### config.mk
export PLATFORM = sky130hd
export DESIGN_NAME = script_source_lexer_core_flat
export DESIGN_NICKNAME = d
export VERILOG_FILES = /design/src/design/ssl_pkg.sv /design/src/design/ssl_if.sv /design/src/design/script_source_lexer_core.sv /design/src/design/ssl_front.sv /design/src/design/ssl_queue.sv /design/src/design/ssl_back.sv /design/src/flat_wrapper.sv
export SDC_FILE = /design/constraint.sdc
export NUM_CORES = 1
export LEC_CHECK = 0
export BUFFER_PORTS_ARGS = -buffer_cell sky130_fd_sc_hd__buf_2
export CELL_PAD_IN_SITES_DETAIL_PLACEMENT = 0
export CELL_PAD_IN_SITES_GLOBAL_PLACEMENT = 1
export CORE_MARGIN = 2
export CORE_UTILIZATION = 46
export DETAILED_ROUTE_END_ITERATION = 10
export PLACE_DENSITY_LB_ADDON = 0.2
export SYNTH_ARGS = -nofsm -noshare
export SYNTH_HDL_FRONTEND = slang
export SYNTH_HIERARCHICAL = 1
export SYNTH_SLANG_ARGS = --single-unit
### constraint.sdc
create_clock -name clk -period 6.96 [get_ports clk]
set_input_delay 1.392 -clock clk [delete_from_list [all_inputs] [get_ports clk]]
set_output_delay 1.392 -clock clk [all_outputs]
set_load 0.02 [all_outputs]
### src/design/ssl_pkg.sv
// shared types, constants and the per-byte lexer step function
`default_nettype none
package ssl_pkg;

    localparam int LINE_WIDTH  = 16;
    localparam int QUEUE_DEPTH = 2;
    localparam int QPTR_W      = (QUEUE_DEPTH > 1) ? $clog2(QUEUE_DEPTH) : 1;
    localparam int QCNT_W      = $clog2(QUEUE_DEPTH + 1);

    // lexer state codes
    localparam logic [3:0] ST_START     = 4'd0;
    localparam logic [3:0] ST_IDENT     = 4'd1;
    localparam logic [3:0] ST_STR1      = 4'd2;
    localparam logic [3:0] ST_STR2      = 4'd3;
    localparam logic [3:0] ST_NUM       = 4'd4;
    localparam logic [3:0] ST_SLASH     = 4'd5;
    localparam logic [3:0] ST_BLOCK     = 4'd6;
    localparam logic [3:0] ST_LINECMT   = 4'd7;
    localparam logic [3:0] ST_BLOCKSTAR = 4'd8;

    // token classes
    localparam logic [2:0] CL_IDENT = 3'd0;
    localparam logic [2:0] CL_PUNCT = 3'd1;
    localparam logic [2:0] CL_NUM   = 3'd2;
    localparam logic [2:0] CL_STR   = 3'd3;
    localparam logic [2:0] CL_UNK   = 3'd4;
    localparam logic [2:0] CL_EOF   = 3'd5;

    // character codes
    localparam logic [7:0] CH_TAB    = 8'd9;
    localparam logic [7:0] CH_LF     = 8'd10;
    localparam logic [7:0] CH_CR     = 8'd13;
    localparam logic [7:0] CH_SPACE  = 8'h20;
    localparam logic [7:0] CH_DQUOTE = 8'h22;
    localparam logic [7:0] CH_SQUOTE = 8'h27;
    localparam logic [7:0] CH_STAR   = 8'h2A;
    localparam logic [7:0] CH_PLUS   = 8'h2B;
    localparam logic [7:0] CH_MINUS  = 8'h2D;
    localparam logic [7:0] CH_SLASH  = 8'h2F;
    localparam logic [7:0] CH_BSLASH = 8'h5C;
    localparam logic [7:0] CH_UNDER  = 8'h5F;

    typedef struct packed {
        logic       has_char;
        logic [7:0] token_char;
        logic       token_done;
        logic [2:0] token_class;
    } tok_t;

    typedef struct packed {
        logic        has_char;
        logic [7:0]  token_char;
        logic        token_done;
        logic [2:0]  token_class;
        logic [15:0] line_number;
        logic        last_result;
    } res_t;

    // all results caused by one request
    typedef struct packed {
        logic [1:0] cnt;
        res_t       r0;
        res_t       r1;
    } bundle_t;

    typedef struct packed {
        logic       emit;
        tok_t       tok;
        logic [3:0] nstate;
        logic       nesc;
        logic       bump;
        logic       again;
    } pass_t;

    typedef struct packed {
        logic valid;
        logic full;
    } qstat_t;

    function automatic tok_t mk_tok(input logic hc, input logic [7:0] ch,
                                    input logic done, input logic [2:0] cls);
        tok_t t;
        t.has_char    = hc;
        t.token_char  = hc ? ch : 8'd0;
        t.token_done  = done;
        t.token_class = cls;
        return t;
    endfunction

    function automatic logic is_alpha(input logic [7:0] c);
        return (c >= 8'h41 && c <= 8'h5A) || (c >= 8'h61 && c <= 8'h7A) || c == CH_UNDER;
    endfunction

    function automatic logic is_digit(input logic [7:0] c);
        return c >= 8'h30 && c <= 8'h39;
    endfunction

    function automatic logic is_punct(input logic [7:0] c);
        return c == 8'h7B || c == 8'h7D || c == 8'h26 || c == 8'h7C || c == CH_STAR ||
               c == 8'h3B || c == 8'h3D || c == 8'h28 || c == 8'h29 || c == 8'h2C ||
               c == 8'h5B || c == 8'h5D;
    endfunction

    // one pass of the lexer over a byte from a given state
    function automatic pass_t lex_pass(input logic [3:0] st, input logic esc,
                                       input logic [7:0] b);
        pass_t      p;
        logic [7:0] q;
        p.emit   = 1'b0;
        p.tok    = mk_tok(1'b0, 8'd0, 1'b0, CL_IDENT);
        p.nstate = st;
        p.nesc   = esc;
        p.bump   = 1'b0;
        p.again  = 1'b0;
        q        = (st == ST_STR1) ? CH_SQUOTE : CH_DQUOTE;
        unique case (st)
            ST_SLASH:
            begin
                if (b == CH_STAR)
                    p.nstate = ST_BLOCK;
                else if (b == CH_SLASH)
                    p.nstate = ST_LINECMT;
                else
                begin
                    p.emit   = 1'b1;
                    p.tok    = mk_tok(1'b1, CH_SLASH, 1'b1, CL_UNK);
                    p.nstate = ST_START;
                    p.again  = 1'b1;
                end
            end
            ST_BLOCK:
            begin
                if (b == CH_STAR)
                    p.nstate = ST_BLOCKSTAR;
                else if (b == CH_LF)
                    p.bump = 1'b1;
            end
            ST_BLOCKSTAR:
            begin
                if (b == CH_SLASH)
                    p.nstate = ST_START;
                else if (b != CH_STAR)
                begin
                    p.nstate = ST_BLOCK;
                    p.bump   = (b == CH_LF);
                end
            end
            ST_LINECMT:
            begin
                if (b == CH_LF)
                begin
                    p.nstate = ST_START;
                    p.bump   = 1'b1;
                end
            end
            ST_IDENT:
            begin
                p.emit = 1'b1;
                if (is_alpha(b) || is_digit(b))
                    p.tok = mk_tok(1'b1, b, 1'b0, CL_IDENT);
                else
                begin
                    p.tok    = mk_tok(1'b0, 8'd0, 1'b1, CL_IDENT);
                    p.nstate = ST_START;
                    p.again  = 1'b1;
                end
            end
            ST_NUM:
            begin
                p.emit = 1'b1;
                if (is_digit(b) || b == CH_PLUS || b == CH_MINUS)
                    p.tok = mk_tok(1'b1, b, 1'b0, CL_NUM);
                else
                begin
                    p.tok    = mk_tok(1'b0, 8'd0, 1'b1, CL_NUM);
                    p.nstate = ST_START;
                    p.again  = 1'b1;
                end
            end
            ST_STR1, ST_STR2:
            begin
                priority if (esc)
                begin
                    p.nesc = 1'b0;
                    p.emit = 1'b1;
                    p.tok  = mk_tok(1'b1, b, 1'b0, CL_STR);
                end
                else if (b == q)
                begin
                    p.emit   = 1'b1;
                    p.tok    = mk_tok(1'b0, 8'd0, 1'b1, CL_STR);
                    p.nstate = ST_START;
                end
                else if (b == CH_BSLASH)
                    p.nesc = 1'b1;
                else
                begin
                    p.emit = 1'b1;
                    p.tok  = mk_tok(1'b1, b, 1'b0, CL_STR);
                end
            end
            default:
            begin
                p.nstate = ST_START;
                priority if (b == CH_SPACE || b == CH_CR || b == CH_TAB)
                    p.emit = 1'b0;
                else if (b == CH_LF)
                    p.bump = 1'b1;
                else if (is_punct(b))
                begin
                    p.emit = 1'b1;
                    p.tok  = mk_tok(1'b1, b, 1'b1, CL_PUNCT);
                end
                else if (b == CH_SLASH)
                    p.nstate = ST_SLASH;
                else if (is_alpha(b))
                begin
                    p.nstate = ST_IDENT;
                    p.emit   = 1'b1;
                    p.tok    = mk_tok(1'b1, b, 1'b0, CL_IDENT);
                end
                else if (b == CH_PLUS || b == CH_MINUS || is_digit(b))
                begin
                    p.nstate = ST_NUM;
                    p.emit   = 1'b1;
                    p.tok    = mk_tok(1'b1, b, 1'b0, CL_NUM);
                end
                else if (b == CH_SQUOTE)
                begin
                    p.nstate = ST_STR1;
                    p.nesc   = 1'b0;
                end
                else if (b == CH_DQUOTE)
                begin
                    p.nstate = ST_STR2;
                    p.nesc   = 1'b0;
                end
                else
                begin
                    p.emit = 1'b1;
                    p.tok  = mk_tok(1'b1, b, 1'b1, CL_UNK);
                end
            end
        endcase
        return p;
    endfunction

endpackage
`default_nettype wire

### src/design/ssl_if.sv
// byte request and token result channel interfaces
`default_nettype none
interface ssl_in_if;
    logic       valid;
    logic       ready;
    logic [7:0] byte_req;
    logic       end_of_input;

    modport source (output valid, output byte_req, output end_of_input, input ready);
    modport sink (input valid, input byte_req, input end_of_input, output ready);
endinterface

interface ssl_out_if;
    logic        valid;
    logic        ready;
    logic        has_char;
    logic [7:0]  token_char;
    logic        token_done;
    logic [2:0]  token_class;
    logic [15:0] line_number;
    logic        last_result;

    modport source (output valid, output has_char, output token_char, output token_done,
                    output token_class, output line_number, output last_result,
                    input ready);
    modport sink (input valid, input has_char, input token_char, input token_done,
                  input token_class, input line_number, input last_result,
                  output ready);
endinterface
`default_nettype wire

### src/design/script_source_lexer_core.sv
// script source lexer top level: front end, bundle queue and back end
// path: the results of a byte are written to the bundle queue, then loaded into the output register
// throughput: one byte per cycle while the two-entry bundle queue has room;
//   results leave one per cycle while the receiver is ready, so a token-ending byte may give two in turn
// reset: lexer at start state, escape clear, line count one, queue and output empty
`default_nettype none
module script_source_lexer_core
    import ssl_pkg::*;
(
    input  wire logic clk,
    input  wire logic rst_n,
    ssl_in_if.sink    byte_chan,
    ssl_out_if.source token_chan
);

    qstat_t  q_stat;
    logic    push;
    bundle_t push_data;
    logic    pop;
    bundle_t head;

    // byte classification and lexer state
    ssl_front u_front (
        .clk       (clk),
        .rst_n     (rst_n),
        .byte_chan (byte_chan),
        .q_stat    (q_stat),
        .push      (push),
        .push_data (push_data)
    );

    // bundle queue
    ssl_queue u_queue (
        .clk       (clk),
        .rst_n     (rst_n),
        .push      (push),
        .push_data (push_data),
        .pop       (pop),
        .q_stat    (q_stat),
        .head      (head)
    );

    // result output
    ssl_back u_back (
        .clk        (clk),
        .rst_n      (rst_n),
        .q_stat     (q_stat),
        .head       (head),
        .pop        (pop),
        .token_chan (token_chan)
    );

    // checks
    a_no_push_full: assert property (@(posedge clk) disable iff (!rst_n)
        push |-> !q_stat.full)
        else $error("bundle pushed into full queue");

    a_eof_pushes: assert property (@(posedge clk) disable iff (!rst_n)
        byte_chan.valid && byte_chan.ready && byte_chan.end_of_input |-> push)
        else $error("end of input request produced no result");

    a_eof_shape: assert property (@(posedge clk) disable iff (!rst_n)
        token_chan.valid && token_chan.token_class == CL_EOF
            |-> token_chan.token_done && token_chan.last_result && !token_chan.has_char)
        else $error("malformed end token");

    a_char_zero: assert property (@(posedge clk) disable iff (!rst_n)
        token_chan.valid && !token_chan.has_char |-> token_chan.token_char == 8'd0)
        else $error("token char set without has_char");

endmodule
`default_nettype wire

### src/design/ssl_front.sv
// front end: accepts bytes, runs the lexer state machine, builds result bundles
`default_nettype none
module ssl_front
    import ssl_pkg::*;
(
    input  wire logic    clk,
    input  wire logic    rst_n,
    ssl_in_if.sink       byte_chan,
    input  wire qstat_t  q_stat,
    output logic         push,
    output bundle_t      push_data
);

    logic [3:0]            state_reg, state_next;
    logic                  esc_reg, esc_next;
    logic [LINE_WIDTH-1:0] line_reg, line_next;

    pass_t       pass1, pass2;
    logic        accept;
    logic        bump;
    logic [31:0] line_wide;
    logic [15:0] line_out;
    logic [1:0]  cnt;
    tok_t        t0;

    assign byte_chan.ready = !q_stat.full;
    assign accept          = byte_chan.valid && byte_chan.ready;

    // first pass from the current state, second pass from start on a reprocess
    always_comb
    begin
        pass1 = lex_pass(state_reg, esc_reg, byte_chan.byte_req);
        pass2 = lex_pass(ST_START, pass1.nesc, byte_chan.byte_req);
    end

    assign line_wide = 32'(line_reg);
    assign line_out  = line_wide[15:0];

    // next state and result bundle
    always_comb
    begin
        state_next = state_reg;
        esc_next   = esc_reg;
        line_next  = line_reg;
        bump       = 1'b0;
        cnt        = 2'd0;
        t0         = pass1.tok;
        if (byte_chan.end_of_input)
        begin
            state_next = ST_START;
            esc_next   = 1'b0;
            cnt        = 2'd1;
            t0         = mk_tok(1'b0, 8'd0, 1'b1, CL_EOF);
        end
        else if (pass1.again)
        begin
            state_next = pass2.nstate;
            esc_next   = pass2.nesc;
            bump       = pass2.bump;
            cnt        = 2'(pass1.emit) + 2'(pass2.emit);
            t0         = pass1.emit ? pass1.tok : pass2.tok;
        end
        else
        begin
            state_next = pass1.nstate;
            esc_next   = pass1.nesc;
            bump       = pass1.bump;
            cnt        = 2'(pass1.emit);
        end
        if (bump && line_reg != {LINE_WIDTH{1'b1}})
            line_next = line_reg + 1'b1;

        push_data.cnt            = cnt;
        push_data.r0.has_char    = t0.has_char;
        push_data.r0.token_char  = t0.token_char;
        push_data.r0.token_done  = t0.token_done;
        push_data.r0.token_class = t0.token_class;
        push_data.r0.line_number = line_out;
        push_data.r0.last_result = (cnt == 2'd1);
        push_data.r1.has_char    = pass2.tok.has_char;
        push_data.r1.token_char  = pass2.tok.token_char;
        push_data.r1.token_done  = pass2.tok.token_done;
        push_data.r1.token_class = pass2.tok.token_class;
        push_data.r1.line_number = line_out;
        push_data.r1.last_result = 1'b1;
    end

    assign push = accept && (cnt != 2'd0);

    // lexer state registers
    always_ff @(posedge clk or negedge rst_n)
    begin
        if (!rst_n)
        begin
            state_reg <= ST_START;
            esc_reg   <= 1'b0;
            line_reg  <= LINE_WIDTH'(1);
        end
        else if (accept)
        begin
            state_reg <= state_next;
            esc_reg   <= esc_next;
            line_reg  <= line_next;
        end
    end

endmodule
`default_nettype wire

### src/design/ssl_queue.sv
// small bundle queue between front and back ends
`default_nettype none
module ssl_queue
    import ssl_pkg::*;
(
    input  wire logic    clk,
    input  wire logic    rst_n,
    input  wire logic    push,
    input  wire bundle_t push_data,
    input  wire logic    pop,
    output qstat_t       q_stat,
    output bundle_t      head
);

    bundle_t             mem [QUEUE_DEPTH];
    logic [QPTR_W-1:0]   wr_ptr_reg, wr_ptr_next;
    logic [QPTR_W-1:0]   rd_ptr_reg, rd_ptr_next;
    logic [QCNT_W-1:0]   count_reg, count_next;
    logic                do_push, do_pop;

    assign q_stat.valid = (count_reg != '0);
    assign q_stat.full  = (count_reg == QCNT_W'(QUEUE_DEPTH));
    assign do_push      = push && !q_stat.full;
    assign do_pop       = pop && q_stat.valid;
    assign head         = mem[rd_ptr_reg];

    // pointer and count update
    always_comb
    begin
        wr_ptr_next = wr_ptr_reg;
        rd_ptr_next = rd_ptr_reg;
        count_next  = count_reg;
        if (do_push)
            wr_ptr_next = (wr_ptr_reg == QPTR_W'(QUEUE_DEPTH - 1)) ? '0 : wr_ptr_reg + 1'b1;
        if (do_pop)
            rd_ptr_next = (rd_ptr_reg == QPTR_W'(QUEUE_DEPTH - 1)) ? '0 : rd_ptr_reg + 1'b1;
        if (do_push && !do_pop)
            count_next = count_reg + 1'b1;
        else if (do_pop && !do_push)
            count_next = count_reg - 1'b1;
    end

    always_ff @(posedge clk or negedge rst_n)
    begin
        if (!rst_n)
        begin
            wr_ptr_reg <= '0;
            rd_ptr_reg <= '0;
            count_reg  <= '0;
        end
        else
        begin
            wr_ptr_reg <= wr_ptr_next;
            rd_ptr_reg <= rd_ptr_next;
            count_reg  <= count_next;
        end
    end

    // entry storage
    always_ff @(posedge clk)
    begin
        if (do_push)
            mem[wr_ptr_reg] <= push_data;
    end

endmodule
`default_nettype wire

### src/design/ssl_back.sv
// back end: splits bundles into single results behind an output register
`default_nettype none
module ssl_back
    import ssl_pkg::*;
(
    input  wire logic    clk,
    input  wire logic    rst_n,
    input  wire qstat_t  q_stat,
    input  wire bundle_t head,
    output logic         pop,
    ssl_out_if.source    token_chan
);

    logic out_valid_reg, out_valid_next;
    res_t out_reg;
    logic idx_reg, idx_next;
    logic load;
    res_t sel;

    assign load = q_stat.valid && (!out_valid_reg || token_chan.ready);
    assign sel  = idx_reg ? head.r1 : head.r0;
    assign pop  = load && (idx_reg || head.cnt == 2'd1);

    // output valid and result index
    always_comb
    begin
        out_valid_next = out_valid_reg;
        idx_next       = idx_reg;
        if (load)
        begin
            out_valid_next = 1'b1;
            idx_next       = !pop;
        end
        else if (token_chan.ready)
            out_valid_next = 1'b0;
    end

    always_ff @(posedge clk or negedge rst_n)
    begin
        if (!rst_n)
        begin
            out_valid_reg <= 1'b0;
            idx_reg       <= 1'b0;
        end
        else
        begin
            out_valid_reg <= out_valid_next;
            idx_reg       <= idx_next;
        end
    end

    // result payload
    always_ff @(posedge clk)
    begin
        if (load)
            out_reg <= sel;
    end

    assign token_chan.valid       = out_valid_reg;
    assign token_chan.has_char    = out_reg.has_char;
    assign token_chan.token_char  = out_reg.token_char;
    assign token_chan.token_done  = out_reg.token_done;
    assign token_chan.token_class = out_reg.token_class;
    assign token_chan.line_number = out_reg.line_number;
    assign token_chan.last_result = out_reg.last_result;

endmodule
`default_nettype wire

### src/flat_wrapper.sv
// flat-port wrapper written by rule: the top's interface ports become plain ports
module script_source_lexer_core_flat import ssl_pkg::*;
  (clk, rst_n, byte_chan_valid, byte_chan_byte_req, byte_chan_end_of_input, byte_chan_ready, token_chan_valid, token_chan_has_char, token_chan_token_char, token_chan_token_done, token_chan_token_class, token_chan_line_number, token_chan_last_result, token_chan_ready);
  ssl_in_if byte_chan_i ();
  ssl_out_if token_chan_i ();
  input  wire logic clk;
  input  wire logic rst_n;
  input wire logic [$bits(byte_chan_i.valid)-1:0] byte_chan_valid;
  input wire logic [$bits(byte_chan_i.byte_req)-1:0] byte_chan_byte_req;
  input wire logic [$bits(byte_chan_i.end_of_input)-1:0] byte_chan_end_of_input;
  output wire logic [$bits(byte_chan_i.ready)-1:0] byte_chan_ready;
  output wire logic [$bits(token_chan_i.valid)-1:0] token_chan_valid;
  output wire logic [$bits(token_chan_i.has_char)-1:0] token_chan_has_char;
  output wire logic [$bits(token_chan_i.token_char)-1:0] token_chan_token_char;
  output wire logic [$bits(token_chan_i.token_done)-1:0] token_chan_token_done;
  output wire logic [$bits(token_chan_i.token_class)-1:0] token_chan_token_class;
  output wire logic [$bits(token_chan_i.line_number)-1:0] token_chan_line_number;
  output wire logic [$bits(token_chan_i.last_result)-1:0] token_chan_last_result;
  input wire logic [$bits(token_chan_i.ready)-1:0] token_chan_ready;
  assign byte_chan_i.valid = byte_chan_valid;
  assign byte_chan_i.byte_req = byte_chan_byte_req;
  assign byte_chan_i.end_of_input = byte_chan_end_of_input;
  assign byte_chan_ready = byte_chan_i.ready;
  assign token_chan_valid = token_chan_i.valid;
  assign token_chan_has_char = token_chan_i.has_char;
  assign token_chan_token_char = token_chan_i.token_char;
  assign token_chan_token_done = token_chan_i.token_done;
  assign token_chan_token_class = token_chan_i.token_class;
  assign token_chan_line_number = token_chan_i.line_number;
  assign token_chan_last_result = token_chan_i.last_result;
  assign token_chan_i.ready = token_chan_ready;
  script_source_lexer_core u_core (.clk(clk), .rst_n(rst_n), .byte_chan(byte_chan_i), .token_chan(token_chan_i));
endmodule
==> flow_metrics.env, run 1 <==
export IMPL_run_status="completed"
export IMPL_synth_area_per_cell_sq_um=15.07
export IMPL_slew_limit_headroom=0.4413
export IMPL_start_point_of_the_worst_min_delay_path="u_core/u_queue/count_reg[1]$_DFFE_PN0P_"
export IMPL_worst_reg2reg_startpoint="u_core/u_front/state_reg[2]$_DFFE_PN0P_"
export IMPL_cts_num_sinks=181
export IMPL_topRoutingLayerUsed="met4"
export IMPL_clock_transition_at_the_registers_of_the_reported_paths_ns=0.07
export IMPL_max_vdd_ir_drop_mv=0.2312
export IMPL_via_count_of_the_routed_design=4589
export IMPL_yosys_warnings=6
export IMPL_hold_path_class="reg2reg"
export IMPL_postSynthCellCount=574
export IMPL_final_layout_size_suffix_gt1_frac=0.3278
export IMPL_routedLengthMet1_um=6694
export IMPL_worst_slew_pin_slew_ns=0.8380
export IMPL_average_via_count_per_standard_cell=5.476
export IMPL_worstPathMaxFanout=42
export IMPL_post_route_drc_count=0
export IMPL_power_clock_fraction=0.229
export IMPL_final_common_cell="edfxtp_1"
export IMPL_drt_first_pass_iters=5
export IMPL_cts_max_path_buffers=2
export IMPL_floorplan_core_area_sq_um=18580
export IMPL_rsz0062_at_grt="false"
export IMPL_timing_final_max_slew_violations=0
export IMPL_pwr_share_seq=0.452
export IMPL_grt_antenna_before_repair=0
export IMPL_share_comb_of_total_power=0.319
export IMPL_cell_internal_pwr_w=0.002695
export IMPL_maximum_number_of_pins_on_one_net_before_global_route_repair=63
export IMPL_buffer_ports_inserted=44
export IMPL_fmaxAchievable_ghz=0.2163
export IMPL_die_area_sq_um=19920
export IMPL_postCtsSetupRepairBufs=0
export IMPL_tritoncts="done"
export IMPL_holdWs_ns=0.4849
export IMPL_timing_hold_worst_path_depth=1
export IMPL_cp_required_ns=7.02
export IMPL_mostFrequentLayoutCells="edfxtp_1, mux2_4, buf_2"
export IMPL_synth_seq_area_share=0.6127
export IMPL_detailroute_wirelength_met3_um=481
export IMPL_powerDensity_nw_per_um2=417.1
export IMPL_synthDistinctLibCells=72
export IMPL_crit_path_launch="byte_chan_byte_req[0]"
export IMPL_post_cts_hold_buffer_count=0
export IMPL_drtAntennaViolNets=0
export IMPL_groute_usage_overall=0.1625
export IMPL_grt_pass1_wl_um=24360
export IMPL_global_route_overflow_total=0
export IMPL_placement_rows=50
export IMPL_area_sequential_sq_um=5305
export IMPL_worstSetupEndpointType="flip-flop"
export IMPL_multi_input_area_sq_um=2899
export IMPL_first_global_vias=4543
export IMPL_start_util=0.4657
export IMPL_synth_edff_count=154
export IMPL_post_cts_resized=0
export IMPL_area_growth_synth_to_final_pct=8.301
export IMPL_timing_final_hold_violations=0
export IMPL_wl_met2_um=7979
export IMPL_cts_made_buffers=17
export IMPL_finalWirelength_um=15520
export IMPL_ys_seq_elements=181
export IMPL_gpl_final_weighted_congestion=0.8576
export IMPL_num_nets_final=607
export IMPL_wl_per_cell_um=18.53
export IMPL_clk_root_buffer_cell="clkbuf_16"
export IMPL_finClkSkew_ns=0.01194
export IMPL_hold_path_end="u_core/u_queue/count_reg[1]$_DFFE_PN0P_"
export IMPL_boundaryPins=45
export IMPL_leakagePower_nw=3.485
export IMPL_largest_reg_flops=124
export IMPL_largest_register="u_core/u_queue/mem"
export IMPL_worstSetupStartpointType="primary input"
export IMPL_floorplan_die_height_um=141.1
export IMPL_setup_viol=0
export IMPL_number_of_antenna_cells_inserted=0
export IMPL_rr_endpoint="u_core/u_queue/mem[1][31]$_DFFE_PP_"
export IMPL_cap_viol_max_count=0
export IMPL_post_synthesis_async_set_or_reset_flop_share=0.1492
export IMPL_post_dp_hpwl_um=10220
export IMPL_final_critical_period_ns=4.623
export IMPL_critPathKind="in2reg"
export IMPL_ff2ff_setup_slack_ns=2.78
export IMPL_yosys_most_used_dff="edfxtp_1"
export IMPL_worst_path_arrival_time_ns=4.68
export IMPL_synth_fp_nets=590
export IMPL_timing_setup_tns_ns=0
export IMPL_min_period_over_period=0.6642
export IMPL_finish_utilization=0.5043
export IMPL_n_fill_cell=1597
export IMPL_ctsHtreeMaxLevel=4
export IMPL_net_switching_power_w=0.001213
export IMPL_post_synthesis_instance_area_sq_um=8652
export IMPL_chipWidth_um=141.1
export IMPL_clkLatencyLatePin_ns=0.43
export IMPL_drt_initial_drc_count=247
export IMPL_worst_r2r_path_depth=11
export IMPL_netSwitchingFraction=0.3104
power by group through the flow:
stage	Sequential, W	Clock [W]	Combinational, W
2_1_floorplan	0.00183	0	0.000985
3_3_place_gp	0.00178	0	0.00125
3_5_place_dp	0.00180	0	0.00126
4_1_cts	0.00177	0.000918	0.00127
5_1_grt	0.00180	0.000959	0.00135
6_report	0.00177	0.000895	0.00125
worst max-delay path by stage:
stage / slack [ns] / endpoint
final: 2.34 / u_core/u_queue/mem[1][31]$_DFFE_PP_
after global placement: 1.97 / u_core/u_queue/mem[1][3]$_DFFE_PP_
after detailed placement: 1.82 / u_core/u_queue/mem[1][4]$_DFFE_PP_
after CTS: 2.28 / u_core/u_queue/mem[1][1]$_DFFE_PP_
after floorplan: 0.55 / u_core/u_queue/mem[0][0]$_DFFE_PP_
after global routing: 1.99 / u_core/u_queue/mem[1][33]$_DFFE_PP_
metrics by stage:
stage	cells	cell area [sq um]	power (W)	setup WS (ns)
after global placement	806	8807	0.003035	1.965
after floorplan	574	8652	0.002818	0.5487
final	838	9370	0.003908	2.337
after detailed placement	806	8807	0.003060	1.817
after CTS	838	9370	0.003962	2.280
after global routing	838	9370	0.004112	1.988
final cells by class:
class / count / area share
clock buffers: 21 / 0.05034
clock inverters: 11 / 0.009748
inverters: 14 / 0.005608
multi-input cells: 328 / 0.3094
flip-flops and latches: 181 / 0.5662
well taps: 234 / 0.03125
repair buffers: 49 / 0.02751
synthesized netlist by cell type (3+ instances only):
cell,n,share of area
clkbuf_1,8,0.0035
xnor2_1,19,0.019
nor3b_1,3,0.0026
nand3_1,12,0.0069
and2_1,9,0.0065
nand2_1,26,0.011
a31oi_1,4,0.0029
mux2_2,37,0.048
ha_1,3,0.0043
nor3_1,8,0.0046
inv_1,14,0.0061
o21ai_0,10,0.0058
and3_1,7,0.0051
nand3_2,5,0.0058
nor4_1,3,0.0022
nor2_1,20,0.0087
mux2_4,59,0.10
nor2b_1,6,0.0043
buf_12,6,0.014
buf_4,17,0.015
o31a_1,3,0.0030
edfxtp_1,154,0.53
a211oi_1,3,0.0026
nand2b_1,10,0.0072
buf_2,14,0.0081
nand4b_1,3,0.0030
a22o_1,3,0.0030
buf_6,5,0.0065
dfrtp_1,26,0.075
a21oi_1,17,0.0098
xor2_1,4,0.0040
nand4_1,8,0.0058
kinds of logic (layout without fill, tap and decap cells):
| group | after synthesis | count (layout) | share of synthesized area |
|---|---|---|---|
| AO/OA/AOI/OAI | 62 | 62 | 0.05409 |
| XOR/XNOR | 23 | 23 | 0.02328 |
| adder cells (fa/ha/maj) | 3 | 3 | 0.004339 |
| buffers and inverters | 65 | 95 | 0.05322 |
| flip-flops | 181 | 181 | 0.6127 |
| multiplexers | 98 | 98 | 0.1530 |
| other | 1 | 1 | 0.0004334 |
| AND/OR/NAND/NOR | 141 | 141 | 0.09892 |
critical path, stage by stage:
cell and delay (ns):
buf_2 0.21, and2_1 0.22, and4_1 0.32, nor4_4 0.47, nor2_1 0.13, a31oi_1 0.27, ha_1 0.24, or3_1 0.11
a21oi_1 0.07, nor2_1 0.12, and3_2 0.53, buf_4 0.57
layer usage:
layer  global-route usage  vias up
met5                    0        -
li1                     -     2156
met1               0.1980     2323
met3              0.03465       20
met4              0.06895        0
met2               0.2805       90
Note: power is estimated with default switching activity, not from simulation.
==> run 2, diff against run 1 <==
==> constraint.sdc (replaced) <==
create_clock -name clk -period 3.95 [get_ports clk]
set_input_delay 0.79 -clock clk [delete_from_list [all_inputs] [get_ports clk]]
set_output_delay 0.79 -clock clk [all_outputs]
set_load 0.02 [all_outputs]
==> flow_metrics.env, run 2 (synthesis gave the netlist of run 1 again) <==
export IMPL_postCtsSetupRepairBufs=0
export IMPL_post_route_drc_count=0
export IMPL_finalWirelength_um=15630
export IMPL_cp_required_ns=4.29
export IMPL_post_dp_hpwl_um=10390
export IMPL_first_global_vias=4593
export IMPL_maximum_number_of_pins_on_one_net_before_global_route_repair=47
export IMPL_rsz0062_at_grt="false"
export IMPL_die_area_sq_um=19920
export IMPL_gpl_final_weighted_congestion=0.8345
export IMPL_tritoncts="done"
export IMPL_fmaxAchievable_ghz=0.2973
export IMPL_cts_max_path_buffers=2
export IMPL_drt_first_pass_iters=4
export IMPL_powerDensity_nw_per_um2=727.4
export IMPL_num_nets_final=629
export IMPL_clock_transition_at_the_registers_of_the_reported_paths_ns=0.07
export IMPL_fin_area_sq_um=9559
export IMPL_critical_path_cell_chain="buf_2 > or3b_4 > a2111oi_4 > nor4_4 > nor2_1 > a31oi_1 > ha_1 > or3_1 > a21oi_1 > nor2_1 > nand2_2 > inv_1 > ha_1 > nor2_1 > xor2_1"
export IMPL_post_cts_hold_buffer_count=0
export IMPL_dpl_cell_area_sq_um=9002
export IMPL_timing_final_hold_violations=0
export IMPL_largest_register="u_core/u_queue/mem"
export IMPL_ctsHtreeMaxLevel=4
export IMPL_area_growth_synth_to_final_pct=10.48
export IMPL_worst_path_arrival_time_ns=3.71
export IMPL_max_vdd_ir_drop_mv=0.3569
export IMPL_timing_setup_tns_ns=0
export IMPL_worst_path_max_delay_cell="or3b_4"
export IMPL_chipWidth_um=141.1
export IMPL_worstSetupStartpointType="primary input"
export IMPL_via_count_of_the_routed_design=4658
export IMPL_buffer_ports_inserted=44
export IMPL_drtAntennaViolNets=0
export IMPL_boundaryPins=45
export IMPL_power_w=0.006953
export IMPL_cts_num_sinks=181
export IMPL_global_route_overflow_total=0
export IMPL_hold_path_class="in2async"
export IMPL_average_via_count_per_standard_cell=5.416
export IMPL_final_critical_period_ns=3.363
export IMPL_post_cts_resized=0
export IMPL_crit_path_frequent_cell="nor2_1"
export IMPL_worstPathMaxFanout=17
export IMPL_floorplan_core_area_sq_um=18580
export IMPL_slew_limit_headroom=0.4424
export IMPL_groute_usage_overall=0.1635
export IMPL_cts_made_buffers=17
export IMPL_worstSetupEndpointType="flip-flop"
export IMPL_run_status="completed"
export IMPL_grt_antenna_before_repair=0
export IMPL_number_of_antenna_cells_inserted=0
export IMPL_crit_path_max_incr_delay_ns=0.42
export IMPL_wl_per_cell_um=18.17
export IMPL_timing_final_max_slew_violations=0
export IMPL_largest_reg_flops=124
export IMPL_mostFrequentLayoutCells="edfxtp_1, mux2_4, buf_2"
export IMPL_final_common_cell="edfxtp_1"
export IMPL_critPathKind="in2reg"
export IMPL_worst_slew_pin_slew_ns=0.8364
export IMPL_cap_viol_max_count=0
export IMPL_final_layout_size_suffix_gt1_frac=0.3546
export IMPL_finClkSkew_ns=0.01468
export IMPL_clkLatencyLatePin_ns=0.42
export IMPL_floorplan_die_height_um=141.1
export IMPL_min_period_over_period=0.8515
export IMPL_setup_viol=0
export IMPL_grt_pass1_wl_um=24810
export IMPL_placement_rows=50
export IMPL_start_util=0.4657
export IMPL_leakagePower_nw=3.603
export IMPL_drt_initial_drc_count=259
export IMPL_clk_root_buffer_cell="clkbuf_16"
==> run 2: changes by cell type in the layout (fill, tap and decap cells not counted), sizes merged <==
cell,previous run,this run
buf,49,71
clkinv,3,7
clkbuf,21,18
bufinv,0,1
clkinvlp,4,3
inv,18,17
==> run 2: per-stage QoR <==
stage	cells	utilization	hold slack [ns]	worst slack, ns
after global routing	860	0.5145	0.4121	0.4306
after floorplan	574	-	0.4564	-0.07595
after global placement	828	0.4845	0.4769	0.1984
after CTS	860	0.5145	0.4063	0.5818
after detailed placement	828	0.4845	0.4789	0.1542
final	860	0.5145	0.3937	0.5866
==> run 2: layout make-up <==
class / count / area [sq um]
fillers: 1569 / 9021
clock buffers: 18 / 429.2
well taps: 234 / 292.8
flip-flops and latches: 181 / 5305
multi-input cells: 328 / 2904
clock inverters: 14 / 127.6
inverters: 14 / 52.55
repair buffers: 71 / 447.9
==> run 2: worst paths after layout <==
path / startpoint / end / slack (ns) / cells after the start
worst max register to register: u_core/u_front/state_reg[1]$_DFFE_PN0P_ / u_core/u_queue/count_reg[1]$_DFFE_PN0P_ / 0.77 / 14
max in group asynchronous: rst_n / u_core/u_queue/rd_ptr_reg$_DFFE_PN0P_ / 3.05 / 1
worst max-delay path: byte_chan_byte_req[2] / u_core/u_queue/count_reg[1]$_DFFE_PN0P_ / 0.59 / 15
worst min register to register: u_core/u_queue/count_reg[1]$_DFFE_PN0P_ / u_core/u_queue/count_reg[1]$_DFFE_PN0P_ / 0.49 / 1
worst min-delay path: rst_n / u_core/u_front/state_reg[2]$_DFFE_PN0P_ / 0.39 / 1
min in group clk: u_core/u_queue/count_reg[1]$_DFFE_PN0P_ / u_core/u_queue/count_reg[1]$_DFFE_PN0P_ / 0.49 / 1
==> run 2: layer usage <==
layer | wire, um | share of wire | track usage
met1 | 6903 | 0.44 | 0.2019
met2 | 8003 | 0.51 | 0.2803
met3 | 450 | 0.029 | 0.03838
met4 | 270 | 0.017 | 0.06105
met5 | 0 | 0 | 0
==> run 2: critical path, delay by kind of cell <==
kind	cells	cell delay, ns
xor gates and xnor gates	1	0.15
AOI/OAI and AO/OA	3	0.62
adders and majority gates	2	0.62
and+or+nand+nor	7	1.27
buffers and inverters	2	0.24
==> run 2: where the power goes <==
part | internal, W | switching, W | total [W]
Combinational | 0.00113 | 0.00118 | 0.00231
Clock | 0.000872 | 0.000696 | 0.00157
Sequential | 0.00281 | 0.000259 | 0.00307
Total | 0.00482 | 0.00214 | 0.00695
==> run 3, diff against run 2 <==
==> constraint.sdc (replaced) <==
create_clock -name clk -period 4.1 [get_ports clk]
set_input_delay 0.82 -clock clk [delete_from_list [all_inputs] [get_ports clk]]
set_output_delay 0.82 -clock clk [all_outputs]
set_load 0.02 [all_outputs]
==> flow_metrics.env, run 3 (synthesis gave the netlist of run 1 again) <==
export IMPL_run_status="completed"
export IMPL_drtAntennaViolNets=0
export IMPL_net_switching_power_w=0.002038
export IMPL_pre_cts_ws_ns=0.05828
export IMPL_rsz0062_at_grt="false"
export IMPL_number_of_antenna_cells_inserted=0
export IMPL_clk_root_buffer_cell="clkbuf_16"
export IMPL_worst_path_arrival_time_ns=3.74
export IMPL_mostFrequentLayoutCells="edfxtp_1, mux2_4, buf_2"
export IMPL_tritoncts="done"
export IMPL_netSwitchingFraction=0.3018
export IMPL_grtUsageMet3=0.04042
export IMPL_pwr_share_seq=0.443
export IMPL_average_via_count_per_standard_cell=5.414
export IMPL_timing_final_max_slew_violations=0
export IMPL_cp_num_cells=13
export IMPL_chipWidth_um=141.1
export IMPL_grtUsageMet2=0.2836
export IMPL_timing_setup_tns_ns=0
export IMPL_worstSetupEndpointType="flip-flop"
export IMPL_final_common_cell="edfxtp_1"
export IMPL_floorplan_die_height_um=141.1
export IMPL_fin_area_sq_um=9585
export IMPL_max_vdd_ir_drop_mv=0.2918
export IMPL_clkLatencyLatePin_ns=0.42
export IMPL_largest_register="u_core/u_queue/mem"
export IMPL_critical_path_cell_chain="buf_2 > or3b_4 > a2111oi_4 > nor4_4 > nor2_1 > a31oi_1 > ha_1 > or3_1 > a21oi_1 > nor2_1 > nand2_2 > nor2_4 > buf_4"
export IMPL_worst_path_max_delay_cell="a2111oi_4"
export IMPL_maximum_number_of_pins_on_one_net_before_global_route_repair=41
export IMPL_cell_internal_pwr_w=0.004716
export IMPL_largest_reg_flops=124
export IMPL_placement_rows=50
export IMPL_cts_max_path_buffers=2
export IMPL_finClkSkew_ns=0.009400
export IMPL_worst_slack_setup_final_ns=0.4855
export IMPL_floorplan_core_area_sq_um=18580
export IMPL_area_sequential_sq_um=5305
export IMPL_post_dp_hpwl_um=10790
export IMPL_crit_path_launch="byte_chan_byte_req[0]"
export IMPL_crit_path_max_incr_delay_ns=0.46
export IMPL_drt_initial_drc_count=294
export IMPL_start_util=0.4657
export IMPL_crit_path_frequent_cell="nor2_1"
export IMPL_hold_path_class="in2async"
export IMPL_n_fill_cell=1554
export IMPL_post_cts_hold_buffer_count=0
export IMPL_dpl_cell_area_sq_um=9017
export IMPL_final_layout_size_suffix_gt1_frac=0.3467
export IMPL_worst_slew_pin_slew_ns=0.7865
export IMPL_wl_per_cell_um=18.19
export IMPL_gpl_final_weighted_congestion=0.8793
export IMPL_timing_final_hold_violations=0
export IMPL_via_count_of_the_routed_design=4640
export IMPL_multi_input_area_sq_um=2904
export IMPL_drt_first_pass_iters=4
export IMPL_leakagePower_nw=3.604
export IMPL_setup_viol=0
export IMPL_critPathKind="in2reg"
export IMPL_cts_made_buffers=17
export IMPL_global_route_usage_met1=0.2023
export IMPL_worst_reg2reg_startpoint="u_core/u_front/state_reg[1]$_DFFE_PN0P_"
export IMPL_worstPathMaxFanout=18
export IMPL_groute_usage_overall=0.1663
export IMPL_powerDensity_nw_per_um2=704.6
export IMPL_fmaxAchievable_ghz=0.2767
export IMPL_ctsHtreeMaxLevel=4
export IMPL_first_global_vias=4727
export IMPL_boundaryPins=45
export IMPL_worstSetupStartpointType="primary input"
export IMPL_grt_pass1_wl_um=25160
export IMPL_postCtsSetupRepairBufs=0
export IMPL_post_cts_resized=0
export IMPL_final_critical_period_ns=3.614
export IMPL_global_route_overflow_total=0
export IMPL_cts_num_sinks=181
export IMPL_area_growth_synth_to_final_pct=10.79
export IMPL_cp_required_ns=4.22
export IMPL_post_route_drc_count=0
export IMPL_path_delay_family="simple AND/OR/NAND/NOR gates"
export IMPL_slew_limit_headroom=0.4683
export IMPL_finalWirelength_um=15590
export IMPL_worst_path_buf_inv=2
export IMPL_clock_transition_at_the_registers_of_the_reported_paths_ns=0.07
export IMPL_grt_antenna_before_repair=0
export IMPL_min_period_over_period=0.8816
export IMPL_ff2ff_setup_slack_ns=0.85
export IMPL_layer_with_the_highest_usage="met2"
export IMPL_num_nets_final=626
export IMPL_cap_viol_max_count=0
export IMPL_buffer_ports_inserted=44
export IMPL_share_comb_of_total_power=0.326
export IMPL_worst_r2r_path_depth=12
export IMPL_die_area_sq_um=19920
export IMPL_rr_endpoint="u_core/u_queue/mem[0][32]$_DFFE_PP_"
export IMPL_power_clock_fraction=0.231
run 3: cell count changes in the layout (fill, tap and decap cells not counted), sizes merged:
cell      change
clkinvlp      -1
bufinv        +1
buf           -3
clkbuf        +3
clkinv        -3
run 3: cell type report:
class | instances | area share
flip-flops and latches | 181 | 0.5535
multi-input cells | 328 | 0.3030
repair buffers | 68 | 0.04830
clock buffers | 21 | 0.04595
well taps | 234 | 0.03054
clock inverters | 11 | 0.01331
inverters | 14 | 0.005482
run 3: power by group through the flow:
stage	Clock, W	Combinational, W	Sequential, W
2_1_floorplan	0	0.00168	0.00309
3_3_place_gp	0	0.00221	0.00302
3_5_place_dp	0	0.00223	0.00305
4_1_cts	0.00161	0.00224	0.00301
5_1_grt	0.00168	0.00239	0.00306
6_report	0.00156	0.00220	0.00300
run 3: how the worst max path moves through the flow:
| stage | end | slack [ns] |
|---|---|---|
| global placement | u_core/u_queue/count_reg[1]$_DFFE_PN0P_ | 0.12 |
| detailed placement | u_core/u_queue/mem[0][32]$_DFFE_PP_ | 0.06 |
| CTS | u_core/u_queue/mem[0][32]$_DFFE_PP_ | 0.50 |
| finish | u_core/u_queue/mem[0][32]$_DFFE_PP_ | 0.49 |
| global route | u_core/u_queue/mem[0][32]$_DFFE_PP_ | 0.30 |
| floorplan | u_core/u_queue/mem[0][0]$_DFFE_PP_ | 0.003 |
run 3: worst register-to-register path, stage by stage (launching register included):
cell,delay (ns)
dfrtp_1,0.57
inv_1,0.13
and3_1,0.22
o21a_1,0.13
nor2_1,0.25
a31oi_1,0.18
ha_1,0.33
or3_1,0.10
a21oi_1,0.06
nor2_1,0.16
nand2_2,0.11
nor2_4,0.45
buf_4,0.27
run 3: metrics by stage:
stage	utilization	power (W)	std cells	hold slack, ns
detailed placement	0.4853	0.005278	825	0.4798
CTS	0.5159	0.006861	857	0.4385
finish	0.5159	0.006754	857	0.4290
global route	0.5159	0.007125	857	0.4602
floorplan	-	0.004776	574	0.4564
global placement	0.4853	0.005234	825	0.4845
run 3: layer usage:
metal  vias up  routed length, um
met5         -                  0
met4         0                340
met3        18                435
met2        82               8083
met1      2332               6730
li1       2208                  -
